**config.mk**
```make
export PLATFORM = sky130hd
export DESIGN_NAME = fasta_pattern_search
export DESIGN_NICKNAME = d
export VERILOG_FILES = /design/src/hdl/fps_pkg.sv /design/src/hdl/fasta_pattern_search.sv /design/src/hdl/fps_cell.sv
export VERILOG_INCLUDE_DIRS = /design/src /design/src/hdl
export SDC_FILE = /design/constraint.sdc
export NUM_CORES = 2
export LEC_CHECK = 0
export BUFFER_PORTS_ARGS = -buffer_cell sky130_fd_sc_hd__buf_2
export CAP_MARGIN = 20
export CORE_ASPECT_RATIO = 0.6
export CORE_UTILIZATION = 60
export CTS_CLUSTER_DIAMETER = 150
export DETAILED_ROUTE_END_ITERATION = 10
export MAX_ROUTING_LAYER = met4
export PLACE_DENSITY = 0.77
export SETUP_SLACK_MARGIN = 0.4
export SYNTH_ARGS = -nofsm -noshare
export SYNTH_HDL_FRONTEND = slang
export SYNTH_SLANG_ARGS = --single-unit
```
**constraint.sdc**
```tcl
create_clock -name clock -period 10.6 [get_ports clock]
set_clock_uncertainty 0.05 [all_clocks]
set_input_delay 0 -clock clock [delete_from_list [all_inputs] [get_ports clock]]
set_output_delay 0 -clock clock [all_outputs]
set_load 0.01 [all_outputs]
```
**src/hdl/fasta_pattern_search_macros.svh**
```systemverilog
// Assertion macros shared by the FASTA pattern search design.
`ifndef FASTA_PATTERN_SEARCH_MACROS_SVH
`define FASTA_PATTERN_SEARCH_MACROS_SVH

// Checks that the consequent holds in the same cycle as the antecedent.
`define FPS_ASSERT_NOW(label, ante, cons, msg) \
   label: assert property (@(posedge clock) disable iff (reset) (ante) |-> (cons)) \
      else $error(msg);

// Checks that the consequent holds in the cycle after the antecedent.
`define FPS_ASSERT_NEXT(label, ante, cons, msg) \
   label: assert property (@(posedge clock) disable iff (reset) (ante) |=> (cons)) \
      else $error(msg);

`endif

```
**src/hdl/fps_pkg.sv**
```systemverilog
// Package with shared constants, types and functions of the FASTA pattern search.
package fps_pkg;

   // Default sizes.
   localparam int PATTERN_MAX_DEFAULT = 32;
   localparam int OFFSET_BITS_DEFAULT = 32;

   // Number of pattern characters held in the configuration registers.
   localparam int REG_CHARS = 32;

   // Configuration register indexes.
   localparam logic [2:0] CSR_PATTERN_LENGTH = 3'd0;
   localparam logic [2:0] CSR_CHARS_0        = 3'd1;
   localparam logic [2:0] CSR_CHARS_1        = 3'd2;
   localparam logic [2:0] CSR_CHARS_2        = 3'd3;
   localparam logic [2:0] CSR_CHARS_3        = 3'd4;

   // Character codes.
   localparam logic [7:0] CHAR_LOWER_A = 8'd97;
   localparam logic [7:0] CHAR_LOWER_Z = 8'd122;
   localparam logic [7:0] CASE_OFFSET  = 8'd32;
   localparam logic [7:0] CHAR_U       = 8'd85;
   localparam logic [7:0] CHAR_T       = 8'd84;
   localparam logic [7:0] CHAR_GT      = 8'd62;
   localparam logic [7:0] CHAR_NL      = 8'd10;
   localparam logic [7:0] CHAR_NUL     = 8'd0;

   // Control handed from the top level to each cell of the candidate chain.
   typedef struct packed {
      logic clear;
      logic shift;
      logic nl_load;
   } cell_ctrl_type;

   // Folds lower case to upper case and then U to T.
   function automatic logic [7:0] clean_byte(input logic [7:0] b);
      logic [7:0] r;
      r = b;
      if ((b >= CHAR_LOWER_A) && (b <= CHAR_LOWER_Z)) begin
         r = b - CASE_OFFSET;
      end
      if (r == CHAR_U) begin
         r = CHAR_T;
      end
      return r;
   endfunction

endpackage

```
**src/hdl/fasta_pattern_search.sv**
```systemverilog
// Top level of the FASTA pattern search: stream control, candidate chain and result register.
//
// The block takes one FASTA text byte per cycle while req_stall is low. The
// result for the byte that completes the first match, or for the zero byte that
// ends an unmatched text, is registered in the output stage with the match start
// and the start of the current record. A zero byte also clears the search. A
// chain of PATTERN_MAX-1 cells, each holding one partial match, updates in
// parallel on every transfer, so the block sustains one byte per cycle. Results
// leave through a two-entry output stage, and the input stalls only while two
// results wait there, one in the output register and one behind it. No clearing
// pass follows reset.
module fasta_pattern_search #(
   parameter int PATTERN_MAX = fps_pkg::PATTERN_MAX_DEFAULT,
   parameter int OFFSET_BITS = fps_pkg::OFFSET_BITS_DEFAULT
) (
   input  logic        clock,
   input  logic        reset,
   input  logic        csr_write_enable,
   input  logic [2:0]  csr_index,
   input  logic [63:0] csr_write_data,
   input  logic        req_valid,
   output logic        req_stall,
   input  logic [7:0]  req_sequence_byte,
   output logic        rsp_valid,
   input  logic        rsp_stall,
   output logic        rsp_found,
   output logic [31:0] rsp_match_offset,
   output logic [31:0] rsp_record_offset,
   output logic        rsp_record_known
);

`include "fasta_pattern_search_macros.svh"

   localparam int LEN_W = ($clog2(PATTERN_MAX + 1) > 6) ? $clog2(PATTERN_MAX + 1) : 6;

   // Configuration registers.
   logic [5:0]                         pattern_length_ff;
   logic [fps_pkg::REG_CHARS*8-1:0]    pattern_chars_ff;

   // Stream state.
   logic                   in_header_ff,    in_header_in;
   logic [OFFSET_BITS-1:0] byte_offset_ff,  byte_offset_in;
   logic [OFFSET_BITS-1:0] record_start_ff, record_start_in;
   logic                   record_seen_ff,  record_seen_in;
   logic                   search_done_ff,  search_done_in;

   // Output register.
   logic        rsp_valid_ff, rsp_valid_in;
   logic        found_ff,     found_in;
   logic [31:0] match_ff,     match_in;
   logic [31:0] record_ff,    record_in;
   logic        known_ff,     known_in;

   // Second result entry, waiting behind the output register.
   logic        skid_valid_ff,  skid_valid_in;
   logic        skid_found_ff,  skid_found_in;
   logic [31:0] skid_match_ff,  skid_match_in;
   logic [31:0] skid_record_ff, skid_record_in;
   logic        skid_known_ff,  skid_known_in;

   // Result produced by the current transfer.
   logic        res_valid;
   logic        res_found;
   logic [31:0] res_match;
   logic [31:0] res_record;
   logic        res_known;
   logic        head_free;

   logic                   accept;
   logic [7:0]             text_char;
   logic                   is_zero;
   logic                   is_nl;
   logic                   is_gt;
   logic [LEN_W-1:0]       len_wide;
   logic [LEN_W-1:0]       len_eff;
   logic                   len_zero;
   logic                   step;
   logic                   clear_cands;
   logic                   hit;
   logic [OFFSET_BITS-1:0] hit_start;
   logic [OFFSET_BITS-1:0] next_offset;
   logic [OFFSET_BITS+31:0] match_wide;
   logic [OFFSET_BITS+31:0] record_wide;

   logic [7:0]             pch         [PATTERN_MAX];
   logic                   adv         [PATTERN_MAX];
   logic [OFFSET_BITS-1:0] start_chain [PATTERN_MAX];
   logic [PATTERN_MAX-1:0] hit_vec;

   // Conditions checked by the assertions.
   logic rsp_notfound_ok;
   logic rsp_record_ok;
   logic search_cleared;

   // A byte is taken unless two finished results already wait downstream.
   assign req_stall = skid_valid_ff;
   assign accept    = req_valid && !req_stall;

   assign text_char = fps_pkg::clean_byte(req_sequence_byte);
   assign is_zero   = (req_sequence_byte == fps_pkg::CHAR_NUL);
   assign is_nl     = (req_sequence_byte == fps_pkg::CHAR_NL);
   assign is_gt     = (req_sequence_byte == fps_pkg::CHAR_GT);

   // Pattern length, saturated to the chain length.
   assign len_wide = LEN_W'(pattern_length_ff);
   assign len_eff  = (len_wide > LEN_W'(PATTERN_MAX)) ? LEN_W'(PATTERN_MAX) : len_wide;
   assign len_zero = (len_eff == '0);

   // A sequence byte that takes part in matching.
   assign step = accept && !search_done_ff && !len_zero && !is_zero && !in_header_ff && !is_gt;

   // Any zero byte ends the text; a header opener drops all candidates.
   assign clear_cands = accept && (is_zero ||
                        (!search_done_ff && !len_zero && !in_header_ff && is_gt));

   assign next_offset = byte_offset_ff + OFFSET_BITS'(1);

   // Configuration writes.
   always_ff @(posedge clock) begin
      if (reset) begin
         pattern_length_ff <= '0;
         pattern_chars_ff  <= '0;
      end else if (csr_write_enable) begin
         case (csr_index)
            fps_pkg::CSR_PATTERN_LENGTH: pattern_length_ff        <= csr_write_data[5:0];
            fps_pkg::CSR_CHARS_0:        pattern_chars_ff[63:0]    <= csr_write_data;
            fps_pkg::CSR_CHARS_1:        pattern_chars_ff[127:64]  <= csr_write_data;
            fps_pkg::CSR_CHARS_2:        pattern_chars_ff[191:128] <= csr_write_data;
            fps_pkg::CSR_CHARS_3:        pattern_chars_ff[255:192] <= csr_write_data;
            default: begin
            end
         endcase
      end
   end

   // Cleaned pattern characters; positions beyond the registers never match.
   for (genvar k = 0; k < PATTERN_MAX; k++) begin : g_pch
      if (k < fps_pkg::REG_CHARS) begin : g_reg
         assign pch[k] = fps_pkg::clean_byte(pattern_chars_ff[8*k +: 8]);
      end else begin : g_none
         assign pch[k] = fps_pkg::CHAR_NUL;
      end
   end

   // The head of the chain is a candidate that starts at the current byte.
   assign adv[0]         = (pch[0] == text_char);
   assign start_chain[0] = byte_offset_ff;

   // Candidate chain.
   for (genvar k = 1; k < PATTERN_MAX; k++) begin : g_cell
      fps_pkg::cell_ctrl_type ctrl;

      assign ctrl.clear   = clear_cands;
      assign ctrl.shift   = step && !is_nl && (LEN_W'(k) < len_eff);
      assign ctrl.nl_load = step && is_nl && (k == 1) && (LEN_W'(k) < len_eff);

      fps_cell #(
         .OFFSET_BITS (OFFSET_BITS)
      ) u_cell (
         .clock        (clock),
         .reset        (reset),
         .ctrl         (ctrl),
         .adv_in       (adv[k-1]),
         .start_in     (start_chain[k-1]),
         .pattern_char (pch[k]),
         .text_char    (text_char),
         .adv_out      (adv[k]),
         .start_out    (start_chain[k])
      );
   end

   // The cell at the last pattern position completes the match.
   for (genvar k = 0; k < PATTERN_MAX; k++) begin : g_hit
      assign hit_vec[k] = adv[k] && (len_eff == LEN_W'(k + 1)) && ((k == 0) || !is_nl);
   end

   assign hit = step && (|hit_vec);

   always_comb begin
      hit_start = '0;
      for (int k = 0; k < PATTERN_MAX; k++) begin
         if (hit_vec[k]) begin
            hit_start = hit_start | start_chain[k];
         end
      end
   end

   // Offsets are reported in 32 bits.
   assign match_wide  = {32'd0, hit_start};
   assign record_wide = {32'd0, record_start_ff};

   // Stream state and result selection for one transfer.
   always_comb begin
      in_header_in    = in_header_ff;
      byte_offset_in  = byte_offset_ff;
      record_start_in = record_start_ff;
      record_seen_in  = record_seen_ff;
      search_done_in  = search_done_ff;
      res_valid       = 1'b0;
      res_found       = 1'b0;
      res_match       = '0;
      res_record      = '0;
      res_known       = 1'b0;
      if (accept) begin
         if (search_done_ff) begin
            if (is_zero) begin
               in_header_in    = 1'b0;
               byte_offset_in  = '0;
               record_start_in = '0;
               record_seen_in  = 1'b0;
               search_done_in  = 1'b0;
            end
         end else if (len_zero) begin
            res_valid      = 1'b1;
            res_found      = 1'b1;
            record_seen_in = 1'b0;
            if (is_zero) begin
               in_header_in    = 1'b0;
               byte_offset_in  = '0;
               record_start_in = '0;
               search_done_in  = 1'b0;
            end else begin
               search_done_in = 1'b1;
            end
         end else if (is_zero) begin
            res_valid       = 1'b1;
            in_header_in    = 1'b0;
            byte_offset_in  = '0;
            record_start_in = '0;
            record_seen_in  = 1'b0;
            search_done_in  = 1'b0;
         end else begin
            byte_offset_in = next_offset;
            if (in_header_ff) begin
               if (is_nl) begin
                  in_header_in    = 1'b0;
                  record_start_in = next_offset;
                  record_seen_in  = 1'b1;
               end
            end else if (is_gt) begin
               in_header_in = 1'b1;
            end else if (hit) begin
               search_done_in = 1'b1;
               res_valid      = 1'b1;
               res_found      = 1'b1;
               res_match      = match_wide[31:0];
               res_record     = record_seen_ff ? record_wide[31:0] : 32'd0;
               res_known      = record_seen_ff;
            end
         end
      end
   end

   // Output stage: the waiting entry moves up first, a new result fills the free place.
   assign head_free = !rsp_valid_ff || !rsp_stall;

   always_comb begin
      rsp_valid_in   = rsp_valid_ff;
      found_in       = found_ff;
      match_in       = match_ff;
      record_in      = record_ff;
      known_in       = known_ff;
      skid_valid_in  = skid_valid_ff;
      skid_found_in  = skid_found_ff;
      skid_match_in  = skid_match_ff;
      skid_record_in = skid_record_ff;
      skid_known_in  = skid_known_ff;
      if (head_free) begin
         if (skid_valid_ff) begin
            rsp_valid_in  = 1'b1;
            found_in      = skid_found_ff;
            match_in      = skid_match_ff;
            record_in     = skid_record_ff;
            known_in      = skid_known_ff;
            skid_valid_in = 1'b0;
         end else begin
            rsp_valid_in = res_valid;
            found_in     = res_found;
            match_in     = res_match;
            record_in    = res_record;
            known_in     = res_known;
         end
      end else if (res_valid) begin
         skid_valid_in  = 1'b1;
         skid_found_in  = res_found;
         skid_match_in  = res_match;
         skid_record_in = res_record;
         skid_known_in  = res_known;
      end
   end

   always_ff @(posedge clock) begin
      if (reset) begin
         in_header_ff    <= 1'b0;
         byte_offset_ff  <= '0;
         record_start_ff <= '0;
         record_seen_ff  <= 1'b0;
         search_done_ff  <= 1'b0;
         rsp_valid_ff    <= 1'b0;
         skid_valid_ff   <= 1'b0;
      end else begin
         in_header_ff    <= in_header_in;
         byte_offset_ff  <= byte_offset_in;
         record_start_ff <= record_start_in;
         record_seen_ff  <= record_seen_in;
         search_done_ff  <= search_done_in;
         rsp_valid_ff    <= rsp_valid_in;
         skid_valid_ff   <= skid_valid_in;
      end
   end

   always_ff @(posedge clock) begin
      found_ff       <= found_in;
      match_ff       <= match_in;
      record_ff      <= record_in;
      known_ff       <= known_in;
      skid_found_ff  <= skid_found_in;
      skid_match_ff  <= skid_match_in;
      skid_record_ff <= skid_record_in;
      skid_known_ff  <= skid_known_in;
   end

   assign rsp_valid         = rsp_valid_ff;
   assign rsp_found         = found_ff;
   assign rsp_match_offset  = match_ff;
   assign rsp_record_offset = record_ff;
   assign rsp_record_known  = known_ff;

   assign rsp_notfound_ok = found_ff || ((match_ff == 32'd0) && !known_ff);
   assign rsp_record_ok   = known_ff || (record_ff == 32'd0);
   assign search_cleared  = (byte_offset_ff == '0) && !search_done_ff && !in_header_ff &&
                            !record_seen_ff;

   // A not-found result carries no offsets.
   `FPS_ASSERT_NOW(a_notfound_zero, rsp_valid_ff, rsp_notfound_ok, "offset in a not-found result")

   // A record offset is only given with a known record.
   `FPS_ASSERT_NOW(a_record_known, rsp_valid_ff, rsp_record_ok, "record offset without a record")

   // A second result only ever waits behind a first one.
   `FPS_ASSERT_NOW(a_skid_order, skid_valid_ff, rsp_valid_ff, "second result without a first")

   // A zero byte leaves the search cleared.
   `FPS_ASSERT_NEXT(a_zero_clears, accept && is_zero, search_cleared, "search not cleared")

   // A completed match ends the search and leaves a result waiting.
   `FPS_ASSERT_NEXT(a_hit_done, hit, search_done_ff && rsp_valid_ff, "match did not end search")

endmodule

```
**src/hdl/fps_cell.sv**
```systemverilog
// One cell of the candidate chain: holds a partial match and its start offset.
module fps_cell #(
   parameter int OFFSET_BITS = fps_pkg::OFFSET_BITS_DEFAULT
) (
   input  logic                      clock,
   input  logic                      reset,
   input  fps_pkg::cell_ctrl_type    ctrl,
   input  logic                      adv_in,
   input  logic [OFFSET_BITS-1:0]    start_in,
   input  logic [7:0]                pattern_char,
   input  logic [7:0]                text_char,
   output logic                      adv_out,
   output logic [OFFSET_BITS-1:0]    start_out
);

   logic                   valid_ff;
   logic                   valid_in;
   logic [OFFSET_BITS-1:0] start_ff;
   logic [OFFSET_BITS-1:0] start_in_sel;
   logic                   nl_take;

   // A newline may only open a candidate in an empty first cell.
   assign nl_take = ctrl.nl_load && adv_in && !valid_ff;

   // Next candidate state.
   always_comb begin
      valid_in     = valid_ff;
      start_in_sel = start_ff;
      if (ctrl.clear) begin
         valid_in = 1'b0;
      end else if (ctrl.shift) begin
         valid_in     = adv_in;
         start_in_sel = start_in;
      end else if (nl_take) begin
         valid_in     = 1'b1;
         start_in_sel = start_in;
      end
   end

   always_ff @(posedge clock) begin
      if (reset) begin
         valid_ff <= 1'b0;
      end else begin
         valid_ff <= valid_in;
      end
   end

   always_ff @(posedge clock) begin
      start_ff <= start_in_sel;
   end

   // The candidate advances when its next pattern character matches the text.
   assign adv_out   = valid_ff && (pattern_char == text_char);
   assign start_out = start_ff;

endmodule

```
==> results list <==
- Run status: complete, no violations
- X dimension of the die: 416 um
- Remaining global-route overflow: 0
- The startpoint identified for the worst hold timing path is rsp_stall.
- At the worst endpoint, the arrival time is 6.55 ns.
- Sequential share of the synthesized area: 66.6%
* Footprint of the multi-input gates: 0.0192 mm^2
* Average footprint of a synthesized cell: 12.4 um^2
* Number of setup violations in the final report: 0
- Port-buffer cells: 147
- Post-synthesis instance area: 0.0616 mm^2
- For this run, asynchronously set or reset flops after synthesis account for 0%.
* Achievable clock frequency: 0.161 GHz
* Number of DRC violations after detailed routing: 0
* Kind of critical path: reg -> reg
* Total non-filler cell area in the finished layout: 0.0694 mm^2
* Leading cell types in the layout, fill and taps excluded: sky130_fd_sc_hd__edfxtp_1 (1124), sky130_fd_sc_hd__nand2_1 (701), sky130_fd_sc_hd__dfxtp_1 (361), sky130_fd_sc_hd__a21oi_1 (345), sky130_fd_sc_hd__a22oi_1 (327)
- Clock root buffer master: sky130_fd_sc_hd__clkbuf_16
- GRT Resource Usage Total: 42.7%
- The library cell used most frequently in the layout, excluding fill and tap cells, is sky130_fd_sc_hd__edfxtp_1.
- Number of CTS-inserted buffers: 132
- Via density per instance: 7.17
- Setup repair after global routing left no endpoint under its margin.
* Cell types with the largest area share after synthesis: sky130_fd_sc_hd__edfxtp_1 (55%), sky130_fd_sc_hd__dfxtp_1 (12%), sky130_fd_sc_hd__nand2_1 (4.3%), sky130_fd_sc_hd__a22oi_1 (4.0%), sky130_fd_sc_hd__a21oi_1 (2.9%)
- At the worst endpoint, the required time is 10.94 ns.
* Hold worst-path end: rsp_found
* Critical Path Fanout Max: 52
- Drt first-iter violations: 8978
- The synthesized design contains 1486 register bits.
- Dividing total power by cell area gives a power density of 168 mW/mm^2.
- The detail route stage leaves a number of antenna-violating nets equal to 0.
- Detailed placement ended at an HPWL of 125000 um.
- Share of the clock period used by the worst path: 58.6%
- Maximum vdd ir drop: 0.127 mV
- For this run, the slowest stage of the critical path takes 0.83 ns.
- In this design, the critical path's most frequently occurring cell is sky130_fd_sc_hd__buf_4.
- The routed layout has 47500 vias.
- Hold Path Stages: 2
* Post-Syn Nets: 5067
- Full die area: 0.104 mm^2
- Measured against its own limit, the worst slew margin works out to 23.3%.
* Routability cong.: 0.965
* Depth of the CTS H-tree: 4
- The region available for standard cell placement spans 0.101 mm^2.
* Post-cts sizing count: 0
* Count of flip-flops with a built-in enable after synthesis: 1124
- Maximum count of clock buffers along a single path: 3
- Slack of the worst reg-to-reg path: 4.39 ns
* Commonest register cell after synthesis: sky130_fd_sc_hd__edfxtp_1
* Number of global-route vias before repair: 44500
- Total detailed-routing wirelength: 217000 um
- Counting both buffers and inverters, the worst setup path holds a total of 2.
- The startpoint identified for the worst register-to-register timing path is len_wide[5].
- Wire per inst: 32.8 um
- Grouping stages by cell kind, the critical path spends the most delay in simple AND/OR/NAND/NOR gates.
- Area share of the leading cell type in the synthesized netlist: 54.8%
- # Max-Cap Violations: 0
* Layout cell share with drive strength beyond 1: 10.6%
- Number of iterations in the first detailed-routing pass: 7
* CTS clock-pin slew for the worst setup and hold paths: 0.07 ns
- Sinks on Clock Net: 1486
- The worst register-to-register path ends at skid_match_ff[1].
* Nets: 5285
* Sequence of cells on the critical path: nor2b_1 -> and2_1 -> nand2b_1 -> nor3_1 -> nand3_1 -> or4b_1 -> nand4_1 -> nor4_1 -> a21oi_4 -> buf_4 -> o21ai_1 -> nor2_4 -> buf_4
- Area used by sequential logic in the layout: 0.0410 mm^2
- Leakage power: 23.2 nW
* Fin. max-slew vios: 0
- Initial Util: 60.9%
- 148 I/O pins were placed.
- Number of cells on the worst reg-to-reg path: 13
* Synthesized instance count: 4953
- Synth warnings: 0
- STA classifies the critical path endpoint as a register.
* # rows: 90
- The hold violation count in the final report was 0.
- Setup total negative slack on the finished layout was measured at 0 ns.
- Fill cell instance count of the final layout: 6961
* Global-route wire length before repair: 310000 um
* Clock tree from TritonCTS: built
* Placed inst area: 0.0638 mm^2
* Worst-margin pin slew: 1.14 ns
* Post-synth top area cell: sky130_fd_sc_hd__edfxtp_1
* Layout area overhead: 12.8%
- Measured along the y axis, the die boundary spans 250 um.
- Final critical-path required period: 6.21 ns
- Count of different cell masters after synthesis: 86
* Clock latency on the worst-skew pair: 0.78 ns
* CP startpoint kind: register
- In this run the worst hold path is classified as in -> reg.
- For this design, the slowest cell found on the critical path is sky130_fd_sc_hd__nor2_4.
* Pin count of the biggest net entering global routing: 153
- The initial antenna violation count came to 8.
[sequential cells by signal, summed over array words and instances (netlist names), 32 cells and up]
signal / count
g_cell.u_cell.start_out: 992
pattern_chars_ff: 256
byte_offset_ff: 32
record_start_ff: 32
rsp_match_offset: 32
rsp_record_offset: 32
skid_match_ff: 32
skid_record_ff: 32
[power by group]
part           total, mW  switching (mW)  internal [mW]
registers           6.28          0.0474           6.24
logic              0.447           0.295          0.152
clock network       4.92            2.23           2.70
total               11.7            2.57           9.08
[what timing repair did]
item,CTS,global route
hold endpoints to repair,328,0
buffers inserted,0,0
hold buffers,130,0
setup endpoints to repair,0,0
[cell families (layout without fill, tap and decap cells)]
kind of cell | Yosys count | count (layout) | share of synthesized area [%]
AOI/OAI and AO/OA | 1239 | 1239 | 13.9
xor gates and xnor gates | 283 | 283 | 4.04
adders and majority gates | 34 | 34 | 0.691
buffers and inverters | 386 | 709 | 2.88
DFF | 1486 | 1486 | 66.6
muxes | 10 | 10 | 0.163
other | 0 | 12 | 0
and+or+nand+nor | 1515 | 1515 | 11.7
[layout make-up]
class	instances	area share, %
Sequential cell	1486	59.1
Multi-Input combinational cell	3081	27.7
Clock buffer	161	5.05
Timing Repair Buffer	385	4.19
Tap cell	1334	2.40
Clock inverter	78	1.14
Inverter	85	0.460
Antenna cell	12	0.0432
[per-layer routing]
layer | wire length (um) | track usage (%) | up-vias
li1 | - | - | 19200
met1 | 79200 | 58.6 | 22700
met2 | 85800 | 56.2 | 4688
met3 | 41700 | 17.9 | 863
met4 | 10400 | 15.9 | 0
met5 | 0 | - | -
[how the worst max path moves through the flow]
stage	startpoint	endpoint	cells after the start
floorplan	req_sequence_byte[5]	skid_found_ff	16
global placement	req_sequence_byte[2]	skid_record_ff[31]	17
detailed placement	req_sequence_byte[2]	skid_record_ff[26]	17
CTS	req_sequence_byte[4]	skid_record_ff[0]	16
global route	len_wide[5]	skid_known_ff	13
finish	len_wide[5]	skid_match_ff[1]	13
[Yosys cell counts, types with 7 or more instances]
| cell | number |
|---|---|
| sky130_fd_sc_hd__o21ai_0 | 82 |
| sky130_fd_sc_hd__a21o_1 | 69 |
| sky130_fd_sc_hd__o22ai_1 | 17 |
| sky130_fd_sc_hd__a22o_1 | 90 |
| sky130_fd_sc_hd__buf_2 | 80 |
| sky130_fd_sc_hd__a22oi_1 | 327 |
| sky130_fd_sc_hd__a21oi_1 | 362 |
| sky130_fd_sc_hd__nand4_1 | 89 |
| sky130_fd_sc_hd__nor4_1 | 38 |
| sky130_fd_sc_hd__mux2i_1 | 10 |
| sky130_fd_sc_hd__a221oi_1 | 88 |
| sky130_fd_sc_hd__dfxtp_1 | 362 |
| sky130_fd_sc_hd__nor2_1 | 204 |
| sky130_fd_sc_hd__nor2b_1 | 20 |
| sky130_fd_sc_hd__ha_1 | 34 |
| sky130_fd_sc_hd__nand2b_1 | 38 |
| sky130_fd_sc_hd__xor2_1 | 173 |
| sky130_fd_sc_hd__edfxtp_1 | 1124 |
| sky130_fd_sc_hd__a211oi_1 | 10 |
| sky130_fd_sc_hd__o31a_1 | 13 |
| sky130_fd_sc_hd__buf_1 | 12 |
| sky130_fd_sc_hd__xnor2_1 | 109 |
| sky130_fd_sc_hd__or3_1 | 13 |
| sky130_fd_sc_hd__nand2_1 | 702 |
| sky130_fd_sc_hd__nand3b_1 | 24 |
| sky130_fd_sc_hd__o41ai_1 | 11 |
| sky130_fd_sc_hd__and2_1 | 10 |
| sky130_fd_sc_hd__and4_1 | 11 |
| sky130_fd_sc_hd__nand3_1 | 123 |
| sky130_fd_sc_hd__or4_1 | 26 |
| sky130_fd_sc_hd__a31oi_1 | 29 |
| sky130_fd_sc_hd__buf_6 | 15 |
| sky130_fd_sc_hd__o31ai_1 | 25 |
| sky130_fd_sc_hd__o21bai_1 | 23 |
| sky130_fd_sc_hd__and3_1 | 84 |
| sky130_fd_sc_hd__a222oi_1 | 30 |
| sky130_fd_sc_hd__nor3_1 | 76 |
| sky130_fd_sc_hd__buf_4 | 23 |
| sky130_fd_sc_hd__inv_1 | 85 |
| sky130_fd_sc_hd__nor3b_1 | 7 |
| sky130_fd_sc_hd__or2_2 | 12 |
| sky130_fd_sc_hd__clkbuf_1 | 169 |
[stage by stage]
stage	cells	utilization, %	power [mW]	setup WS, ns	hold WS, ns
after floorplan	4953	-	6.65	4.81	0.0860
after global placement	6234	63.0	6.79	3.89	0.235
after detailed placement	6237	63.1	6.80	4.04	0.239
after CTS	6606	68.6	11.6	4.41	0.000248
after global routing	6619	68.7	11.9	4.30	0.0252
final	6622	68.7	11.7	4.39	0.0341
Note: power is estimated with default switching activity, not from simulation.
